<file path="config.mk">
export PLATFORM = sky130hd
export DESIGN_NAME = shk_ctrl
export DESIGN_NICKNAME = d
export VERILOG_FILES = /design/src/rtl/core/shk_pkg.sv /design/src/rtl/core/shk_ctrl.sv
export SDC_FILE = /design/constraint.sdc
export NUM_CORES = 1
export LEC_CHECK = 0
export ABC_AREA = 1
export BUFFER_PORTS_ARGS = -buffer_cell sky130_fd_sc_hd__buf_2
export CAP_MARGIN = 20
export CORE_UTILIZATION = 44
export DETAILED_ROUTE_END_ITERATION = 6
export GPL_TIMING_DRIVEN = 1
export PLACE_DENSITY = 0.83
export SYNTH_ARGS = -nofsm -noshare
export SYNTH_HDL_FRONTEND = slang
export SYNTH_SLANG_ARGS = --single-unit
</file>
<file path="constraint.sdc">
create_clock -name clk -period 1.4 [get_ports clk]
set_input_delay 0.07 -clock clk [delete_from_list [all_inputs] [get_ports clk]]
set_output_delay 0.07 -clock clk [all_outputs]
set_load 0.005 [all_outputs]
</file>
<file path="src/rtl/core/shk_pkg.sv">
// shared constants, types and status codes of the string key hash table
package shk_pkg;

	localparam int TABLE_SIZE = 4096;
	localparam int VOCAB_MAX  = 2048;
	localparam int MAX_LEN    = 32;

	localparam int TBL_W   = $clog2(TABLE_SIZE);
	localparam int IDX_W   = $clog2(VOCAB_MAX);
	localparam int KLEN_W  = $clog2(MAX_LEN);
	localparam int WADDR_W = IDX_W + KLEN_W;
	localparam int SLOT_W  = IDX_W + 1;
	localparam int WCNT_W  = IDX_W + 1;

	localparam logic [1:0] ST_OK          = 2'd0;
	localparam logic [1:0] ST_MISS        = 2'd1;
	localparam logic [1:0] ST_STORE_FULL  = 2'd2;
	localparam logic [1:0] ST_TABLE_FULL  = 2'd3;

	typedef struct packed {
		logic       take;
		logic       start;
		logic       clr_wr;
		logic       adv;
		logic       latch_w;
		logic       i_clr;
		logic       i_inc;
		logic       copy_wr;
		logic       claim;
		logic       res_set;
		logic [1:0] res_code;
		logic       res_found;
		logic       res_added;
		logic       out_load;
	} cmd_t;

	typedef struct packed {
		logic slot_valid;
		logic len_eq;
		logic len_zero;
		logic byte_eq;
		logic i_last;
		logic probe_end;
		logic clr_end;
		logic store_full;
		logic op_add;
	} sts_t;

endpackage

</file>
<file path="src/rtl/core/shk_ctrl.sv">
// controller: byte intake, clearing pass, probe, compare and copy sequencing
module shk_ctrl (
	input  logic          clk,
	input  logic          arst_n,
	input  logic          in_valid,
	input  logic          in_last,
	output logic          in_ready,
	output logic          out_valid,
	input  logic          out_ready,
	output shk_pkg::cmd_t cmd,
	input  shk_pkg::sts_t sts
);
	import shk_pkg::*;

	localparam logic [3:0] S_CLR  = 4'd0;
	localparam logic [3:0] S_IDLE = 4'd1;
	localparam logic [3:0] S_PRD  = 4'd2;
	localparam logic [3:0] S_PCHK = 4'd3;
	localparam logic [3:0] S_LCHK = 4'd4;
	localparam logic [3:0] S_CRD  = 4'd5;
	localparam logic [3:0] S_CCHK = 4'd6;
	localparam logic [3:0] S_ADV  = 4'd7;
	localparam logic [3:0] S_ARD  = 4'd8;
	localparam logic [3:0] S_AWR  = 4'd9;
	localparam logic [3:0] S_FIN  = 4'd10;
	localparam logic [3:0] S_RESP = 4'd11;

	logic [3:0] state_q;
	logic [3:0] state_nx;
	logic       out_valid_q;

	always_comb begin
		cmd      = '0;
		state_nx = state_q;
		in_ready = 1'b0;
		case (state_q)
			S_CLR: begin
				cmd.clr_wr = 1'b1;
				if (sts.clr_end) state_nx = S_IDLE;
			end
			S_IDLE: begin
				in_ready = 1'b1;
				if (in_valid) begin
					cmd.take = 1'b1;
					if (in_last) begin
						cmd.start = 1'b1;
						state_nx  = S_PRD;
					end
				end
			end
			S_PRD: begin
				if (sts.op_add && sts.store_full) begin
					cmd.res_set  = 1'b1;
					cmd.res_code = ST_STORE_FULL;
					state_nx     = S_RESP;
				end else begin
					state_nx = S_PCHK;
				end
			end
			S_PCHK: begin
				if (!sts.slot_valid) begin
					if (sts.op_add) begin
						if (sts.len_zero) begin
							state_nx = S_FIN;
						end else begin
							cmd.i_clr = 1'b1;
							state_nx  = S_ARD;
						end
					end else begin
						cmd.res_set  = 1'b1;
						cmd.res_code = ST_MISS;
						state_nx     = S_RESP;
					end
				end else if (sts.op_add) begin
					state_nx = S_ADV;
				end else begin
					cmd.latch_w = 1'b1;
					state_nx    = S_LCHK;
				end
			end
			S_LCHK: begin
				if (!sts.len_eq) begin
					state_nx = S_ADV;
				end else if (sts.len_zero) begin
					cmd.res_set   = 1'b1;
					cmd.res_code  = ST_OK;
					cmd.res_found = 1'b1;
					state_nx      = S_RESP;
				end else begin
					cmd.i_clr = 1'b1;
					state_nx  = S_CRD;
				end
			end
			S_CRD: begin
				state_nx = S_CCHK;
			end
			S_CCHK: begin
				if (!sts.byte_eq) begin
					state_nx = S_ADV;
				end else if (sts.i_last) begin
					cmd.res_set   = 1'b1;
					cmd.res_code  = ST_OK;
					cmd.res_found = 1'b1;
					state_nx      = S_RESP;
				end else begin
					cmd.i_inc = 1'b1;
					state_nx  = S_CRD;
				end
			end
			S_ADV: begin
				if (sts.probe_end) begin
					cmd.res_set  = 1'b1;
					cmd.res_code = sts.op_add ? ST_TABLE_FULL : ST_MISS;
					state_nx     = S_RESP;
				end else begin
					cmd.adv  = 1'b1;
					state_nx = S_PRD;
				end
			end
			S_ARD: begin
				state_nx = S_AWR;
			end
			S_AWR: begin
				cmd.copy_wr = 1'b1;
				if (sts.i_last) begin
					state_nx = S_FIN;
				end else begin
					cmd.i_inc = 1'b1;
					state_nx  = S_ARD;
				end
			end
			S_FIN: begin
				cmd.claim     = 1'b1;
				cmd.res_set   = 1'b1;
				cmd.res_code  = ST_OK;
				cmd.res_added = 1'b1;
				state_nx      = S_RESP;
			end
			S_RESP: begin
				if (!out_valid_q || out_ready) begin
					cmd.out_load = 1'b1;
					state_nx     = S_IDLE;
				end
			end
			default: begin
				state_nx = S_IDLE;
			end
		endcase
	end

	always_ff @(posedge clk or negedge arst_n) begin
		if (!arst_n) begin
			state_q     <= S_CLR;
			out_valid_q <= 1'b0;
		end else begin
			state_q <= state_nx;
			if (cmd.out_load) begin
				out_valid_q <= 1'b1;
			end else if (out_ready) begin
				out_valid_q <= 1'b0;
			end
		end
	end

	assign out_valid = out_valid_q;

`ifndef SYNTHESIS
	a_no_take_busy: assert property (@(posedge clk) disable iff (!arst_n)
		cmd.take |-> state_q == S_IDLE && in_valid) else $error("item taken outside intake");
	a_load_free: assert property (@(posedge clk) disable iff (!arst_n)
		cmd.out_load |-> !out_valid_q || out_ready) else $error("result overwritten");
	a_start_probe: assert property (@(posedge clk) disable iff (!arst_n)
		cmd.start |=> state_q == S_PRD) else $error("word end did not start probe");
	a_claim_free: assert property (@(posedge clk) disable iff (!arst_n)
		cmd.claim |-> sts.op_add) else $error("slot claimed by a search");
`endif
endmodule
</file>
==> impl_table.tex, run 1 <==
\begin{tabular}{lr}
\hline
Metric & Value \\
\hline
\multicolumn{2}{l}{\textbf{Status}} \\
\quad Outcome & finished, violations left \\
\quad Violations in the final reports & negative setup slack \\
\multicolumn{2}{l}{\textbf{Min path}} \\
\quad Min-delay worst type & in2reg \\
\quad Count of cells along the worst hold path & 2 \\
\multicolumn{2}{l}{\textbf{Clock tree}} \\
\quad TritonCTS clock tree & built \\
\quad Clk Latency, worst-skew pair & approximately 250 ps \\
\quad Worst-case clock buffer depth & 2 \\
\quad Clock Sink Count & 5 \\
\quad Library cell used as clock root buffer & clkbuf\_4 \\
\quad CTS H-Tree Depth & 1 \\
\quad Clock transition at the register clock pins on the worst setup and hold paths after CTS & approximately 50 ps \\
\quad CTS buffer count & 3 \\
\multicolumn{2}{l}{\textbf{Pwr}} \\
\quad Largest voltage drop on the vdd net & 0.00116 V \\
\quad Pwr dens & $\sim$1900 mW/mm2 \\
\quad Static Leak & between 0.0005 and 0.0006 uW \\
\multicolumn{2}{l}{\textbf{Timing}} \\
\quad Max-slew headroom & about 80\% \\
\quad Number of endpoints failing setup at the final stage & 8 \\
\quad Pin slew with the least headroom to its limit & about 270 ps \\
\quad Final min period & 1490 ps \\
\quad Final clock skew & between 3 and 4 ps \\
\quad Crit path setup slack, layout & -91.9 ps \\
\quad RSZ-0062 raised after global routing & true \\
\quad Final period utilization & 107\% \\
\quad Fmax & $\sim$670 MHz \\
\quad Number of endpoints with negative hold slack in the final report & 0 \\
\quad Summed negative setup slack over all endpoints & -366 ps \\
\quad Max Transition Viols Final & 0 \\
\multicolumn{2}{l}{\textbf{Global route}} \\
\quad Maximum number of pins on one net before global-route repair & 6 \\
\quad Overflow left after global routing & 0 \\
\quad First-pass GRT wire length & about 3500 um \\
\quad All-layer global routing usage & about a third \\
\quad Antenna violations before repair & 0 \\
\quad Number of global-route vias before repair & about 830 \\
\multicolumn{2}{l}{\textbf{Synth}} \\
\quad Nets in the synthesized netlist & 130 \\
\quad Share of the synthesized area in the top cell type & $\sim$20\% \\
\quad Leading area contributor after synthesis & dfrtp\_1 \\
\quad Seq cells post-synth & 5 \\
\quad Async set-reset flop share out of synthesis & 100\% \\
\quad Mean area per synthesized cell & 5.49 um2 \\
\quad Count of flip-flops with a built-in enable after synthesis & 0 \\
\quad Number of distinct standard cells referenced by the synthesized netlist & 18 \\
\quad Leading cell types by count after synthesis & nand2\_1 (32), nor2\_1 (20), inv\_1 (14) \\
\quad Gate Count Post-Synth & about 110 \\
\quad Synth top area cells & dfrtp\_1 (20\%), nand2\_1 (19\%), nor2\_1 (12\%) \\
\quad Most used flip-flop cell after synthesis & dfrtp\_1 \\
\quad Syn Std Cell Area & $\sim$630 um2 \\
\quad Most repeated cell in the gate-level netlist after synthesis & nand2\_1 \\
\quad Portion of the post-synthesis area used by sequential elements & around 20\% \\
\quad Yosys warns & 0 \\
\multicolumn{2}{l}{\textbf{Layout}} \\
\quad Diode insertion count for antenna repair & 0 \\
\quad Fraction of final layout cells sized beyond drive strength 1 & between 50 and 60\% \\
\quad Layout net count & 175 \\
\quad Synthesis-to-layout area growth & 67.0\% \\
\multicolumn{2}{l}{\textbf{Route}} \\
\quad Routed length on met1 & between 900 and 1000 um \\
\quad Vias per cell & around 5.5 \\
\quad WL final & 2400 um \\
\quad Detailed-router iteration count before antenna repair & 4 \\
\quad Total met2 wirelength after detailed routing & roughly 1200 um \\
\quad Total via count after detailed routing & around 940 \\
\quad Count of unresolved DRC violations after routing & 0 \\
\quad Top layer used by detailed routing & met4 \\
\quad Detail Route met3 WL & around 200 um \\
\quad Starting DRC count in detailed routing & 31 \\
\quad Average wire length per cell after detail routing & approximately 14 um \\
\quad Routed Antenna Nets & 0 \\
\multicolumn{2}{l}{\textbf{Run}} \\
\quad Maxcap violations & 0 \\
\multicolumn{2}{l}{\textbf{Place}} \\
\quad Last weighted congestion value of the routability-driven placer & 0.947 \\
\quad Dpl ws & between 60 and 70 ps \\
\quad Estimated wirelength of the detail-placed design & approximately 1500 um \\
\quad Number of buffers added on ports & 30 \\
\multicolumn{2}{l}{\textbf{Worst setup path}} \\
\quad Cell count of the worst reg-to-reg path & 9 \\
\quad Data arrival time at the worst-slack endpoint & roughly 1400 ps \\
\quad Req. time, crit path & around 1300 ps \\
\quad Endpoint kind of the worst setup timing path & primary output \\
\quad Critical Setup Path Class & reg2out \\
\quad Maximum fanout encountered on the critical timing path & 5 \\
\quad Crit path launch type & flip-flop \\
\multicolumn{2}{l}{\textbf{Floorplan}} \\
\quad Horizontal die dimension & $\sim$40 um \\
\quad Starting density of the core & a little under half \\
\quad Area of the die & 0.00158 mm2 \\
\quad Ports & 31 \\
\quad Placeable core region & between 0.001 and 0.0015 mm2 \\
\quad Cell row count & 13 \\
\quad Die boundary height & $\sim$40 um \\
\hline
\end{tabular}
==> metal layers <==
layer	global-route usage, %	vias up
li1	-	449
met4	10.3	0
met5	0	-
met1	36.5	417
met3	6.82	10
met2	61.1	68
==> power breakdown <==
part           switching [uW]  leakage, uW  total (uW)  internal, uW
registers                 127    0.0000611         344           218
clock network            64.1    0.0000150         172           108
logic                     874     0.000519        1440           571
total                    1060     0.000595        1960           897
==> registers in the layout, indices dropped and copies added (netlist names) <==
| name | count |
|---|---|
| out_valid | 1 |
| state_q | 4 |
==> logic make-up (layout without fill, tap and decap cells) <==
kind of cell,after synthesis,count (layout),share of synthesized area (%)
simple gates,76,76,53.2
buf+inv,19,63,12.0
compound gates,12,12,10.8
flops,5,5,20.0
fa+ha+maj,2,2,4.00
==> layout by cell type, fill, tap and decap left out, types with 2 or more instances in the layout <==
| master | synthesis | routed |
|---|---|---|
| buf_2 | 0 | 30 |
| nand2_1 | 32 | 24 |
| nor2_1 | 20 | 15 |
| inv_1 | 14 | 11 |
| buf_4 | 1 | 9 |
| nand2_2 | 5 | 8 |
| nand3_1 | 8 | 6 |
| o21ai_0 | 6 | 6 |
| inv_2 | 4 | 5 |
| nor2_2 | 4 | 5 |
| nand2_4 | 0 | 4 |
| nor2_4 | 0 | 4 |
| nor3_2 | 0 | 4 |
| nand3_2 | 1 | 3 |
| clkbuf_4 | 0 | 3 |
| dfrtp_2 | 0 | 3 |
| a21oi_1 | 2 | 2 |
| o21bai_1 | 2 | 2 |
| ha_1 | 2 | 2 |
| dfrtp_1 | 5 | 2 |
==> layout make-up <==
cell class                 count  area [um2]
sequential                     5         129
inverter                      18        75.1
fill                          94         273
clock buffer                   4        26.3
multi-input combinational     90         557
timing repair buffer          41         239
tap                           15        18.8
==> worst max-delay path: stages (launching register included) <==
cell and delay [ps]:
dfrtp_2 490, inv_4 120, nand2_4 50, nor2_4 140, nand3_2 90, nand2_2 90
inv_2 40, nand2_1 50, buf_2 100
==> timing repair <==
action                                 in CTS  in global routing
buffers inserted                            7                  3
endpoints found under the hold margin       5                  0
resized for setup                          19                 23
hold buffers                                1                  0
setup endpoints to repair                   7                 15
pin swaps                                   5                 13
==> stage by stage <==
| step | area [um2] | power [uW] | utilization (%) | std cells | hold slack, ps |
|---|---|---|---|---|---|
| floorplan | 626 | 955 | - | 114 | -226 |
| finish | 1040 | 1960 | 79.3 | 173 | 30.7 |
| global route | 1040 | 2120 | 79.3 | 173 | 16.0 |
| CTS | 941 | 1650 | 71.4 | 170 | 33.6 |
| global placement | 787 | 1210 | 59.7 | 158 | -113 |
| detailed placement | 787 | 1230 | 59.7 | 158 | -110 |
==> path summary, 6_finish.rpt <==
kind | start | endpoint | slack (ps)
worst max register to register | state_q[3] | state_q[1] | -60
worst min-delay path | out_ready | out_valid | 30
worst max-delay path | state_q[1] | cmd[5] | -90
min in group asynchronous | arst_n | out_valid | 200
max in group asynchronous | arst_n | state_q[1] | 1040
worst min register to register | out_valid | out_valid | 550
Power figures use the tool's default switching activity.
==> run 2: changes to the inputs <==
SKIP_CTS_REPAIR_TIMING = 1   (was not set)
clock period = 1.6 ns   (was 1.4 ns; I/O delays follow)
==> impl_table.tex, run 2 (synthesized netlist as in run 1, its figures left out) <==
\begin{tabular}{lr}
\hline
Metric & Value \\
\hline
\multicolumn{2}{l}{\textbf{Floorplan}} \\
\quad Horizontal die dimension & 39.7 um (unchanged) \\
\quad Area of the die & 0.00158 mm2 (unchanged) \\
\quad Starting density of the core & 47.5\% (unchanged) \\
\quad Cell row count & 13 (unchanged) \\
\quad Die boundary height & 39.7 um (unchanged) \\
\quad Ports & 31 (unchanged) \\
\quad Placeable core region & 0.00132 mm2 (unchanged) \\
\multicolumn{2}{l}{\textbf{Worst setup path}} \\
\quad Data arrival time at the worst-slack endpoint & 1420 ps (about the same) \\
\quad Launch point of the critical path & state\_q[0] \\
\quad Crit-path cells & nand2\_2, nor2\_1, nand2\_1, nand2\_2, nor3\_2, nand2\_1, buf\_2 \\
\quad Master of the slowest instance on the critical path & dfrtp\_2 \\
\quad Maximum fanout encountered on the critical timing path & 6 (+1) \\
\quad Crit path launch type & flip-flop \\
\quad Critical Setup Path Class & reg2out \\
\quad Endpoint kind of the worst setup timing path & primary output \\
\quad Req. time, crit path & 1520 ps (+190 ps) \\
\quad Start of the worst register-to-register path & state\_q[3] \\
\quad Biggest cell delay along the critical path & 460 ps (-30 ps) \\
\multicolumn{2}{l}{\textbf{Clock tree}} \\
\quad Clock Sink Count & 5 (unchanged) \\
\quad Library cell used as clock root buffer & clkbuf\_4 \\
\quad TritonCTS clock tree & built \\
\quad Clock transition at the register clock pins on the worst setup and hold paths after CTS & 40 ps (about the same) \\
\quad Clk Latency, worst-skew pair & 240 ps (about the same) \\
\quad CTS H-Tree Depth & 1 (unchanged) \\
\quad CTS buffer count & 3 (unchanged) \\
\quad Worst-case clock buffer depth & 2 (unchanged) \\
\multicolumn{2}{l}{\textbf{Global route}} \\
\quad All-layer global routing usage & 27.1\% (-5.9 points) \\
\quad First-pass GRT wire length & 2820 um (-19\%) \\
\quad Maximum number of pins on one net before global-route repair & 8 (+2) \\
\quad Overflow left after global routing & 0 (unchanged) \\
\quad Antenna violations before repair & 0 (unchanged) \\
\quad Number of global-route vias before repair & 703 (-16\%) \\
\multicolumn{2}{l}{\textbf{Layout}} \\
\quad Layout net count & 169 (-3.4\%) \\
\quad Diode insertion count for antenna repair & 0 (unchanged) \\
\quad Max reg flops & 4 (unchanged) \\
\quad Final Util & 69.4\% (-9.9 points) \\
\quad Final-layout fill cell count & 122 (+30\%) \\
\quad Fraction of final layout cells sized beyond drive strength 1 & 42.1\% (-11 points) \\
\quad Top reg by flops & state\_q \\
\quad Commonest cells after routing, fill and taps aside & nand2\_1 (30), buf\_2 (30), nor2\_1 (17) \\
\quad Area taken by multi-input logic gates & 479 um2 (-14\%) \\
\quad Sequential Area & 130 um2 (+0.97\%) \\
\quad Synthesis-to-layout area growth & 46.2\% \\
\multicolumn{2}{l}{\textbf{Timing}} \\
\quad Final period utilization & between 90\% and 100\% \\
\quad Final clock skew & 1.29 ps (-2.11 ps) \\
\quad Number of endpoints failing setup at the final stage & 0 (-8) \\
\quad Pin slew with the least headroom to its limit & 209 ps (-65.2 ps) \\
\quad Fmax & approximately 670 MHz \\
\quad Max Transition Viols Final & 0 (unchanged) \\
\quad Number of endpoints with negative hold slack in the final report & 0 (unchanged) \\
\quad Crit path setup slack, layout & 97.8 ps (+190 ps) \\
\quad Post-route worst hold slack & 43.9 ps (+13.3 ps) \\
\quad Final min period & $\sim$1500 ps \\
\quad Max-slew headroom & 86.0\% (+4.5 points) \\
\multicolumn{2}{l}{\textbf{Route}} \\
\quad Starting DRC count in detailed routing & 34 (+9.7\%) \\
\quad Total via count after detailed routing & 852 (-9.7\%) \\
\quad WL final & 1930 um (-19\%) \\
\quad Detailed-router iteration count before antenna repair & 4 (unchanged) \\
\quad Average wire length per cell after detail routing & 11.6 um (-16\%) \\
\quad Routed Antenna Nets & 0 (unchanged) \\
\quad Count of unresolved DRC violations after routing & 0 (unchanged) \\
\quad Vias per cell & 5.10 (-6.5\%) \\
\multicolumn{2}{l}{\textbf{Pwr}} \\
\quad Static Leak & 0.000550 uW (-7.5\%) \\
\quad Pwr dens & 1560 mW/mm2 (-17\%) \\
\quad Largest voltage drop on the vdd net & 0.000818 V (-29\%) \\
\multicolumn{2}{l}{\textbf{Place}} \\
\quad Number of buffers added on ports & 30 (unchanged) \\
\quad Dpl ws & 265 ps (+198 ps) \\
\quad Estimated wirelength of the detail-placed design & 1420 um (-1.8\%) \\
\quad Last weighted congestion value of the routability-driven placer & 0.948 (+0.11\%) \\
\multicolumn{2}{l}{\textbf{Status}} \\
\quad Outcome & completed \\
\multicolumn{2}{l}{\textbf{Min path}} \\
\quad Min-delay worst type & in2reg \\
\quad Hold path startpoint & out\_ready \\
\multicolumn{2}{l}{\textbf{Run}} \\
\quad Maxcap violations & 0 (unchanged) \\
\hline
\end{tabular}
-- run 2: area by class of cell --
cell class                      instances  area share [%]
Clock buffer                            4            2.87
Inverter                               18            7.66
Multi-Input combinational cell         90            52.4
Sequential cell                         5            14.2
Tap cell                               15            2.05
Timing Repair Buffer                   35            20.8
-- run 2: per-layer routing --
metal,GRT usage [%],vias to the layer above,share of wire [%]
met5,0,-,0
met4,6.90,0,0.57
met3,10.8,2,6.8
met2,40.6,33,48
met1,35.5,381,45
li1,-,436,-
-- run 2: path summary, 6_finish.rpt --
kind | cells past startpoint | end | slack, ps
hold / removal | 2 | out_valid | 40
min in group asynchronous | 2 | state_q[1] | 170
max in group asynchronous | 2 | state_q[0] | 1290
setup / recovery | 7 | cmd[5] | 100
setup reg to reg | 10 | state_q[0] | 160
hold reg to reg | 2 | out_valid | 550
-- run 2: critical path, delay by kind of cell, from the launching register on --
kind / cells / cell delay, ps
flip-flops: 1 / 460
buffers and inverters: 1 / 120
AND/OR/NAND/NOR: 6 / 600
-- run 2: power breakdown --
| group | total [uW] | internal, uW | switching, uW |
|---|---|---|---|
| clock network | 150 | 94.5 | 55.4 |
| registers | 292 | 193 | 98.9 |
| logic | 982 | 376 | 606 |
| total | 1420 | 663 | 760 |
-- run 2: per-stage QoR --
| step | TNS, ps | area, um2 | power [uW] | cells |
|---|---|---|---|---|
| 2_1_floorplan | 0 | 626 | 835 | 114 |
| 3_3_place_gp | 0 | 787 | 1060 | 158 |
| 3_5_place_dp | 0 | 787 | 1080 | 158 |
| 4_1_cts | -19.8 | 813 | 1240 | 162 |
| 5_1_grt | -3.10 | 915 | 1560 | 167 |
| 6_report | 0 | 915 | 1420 | 167 |
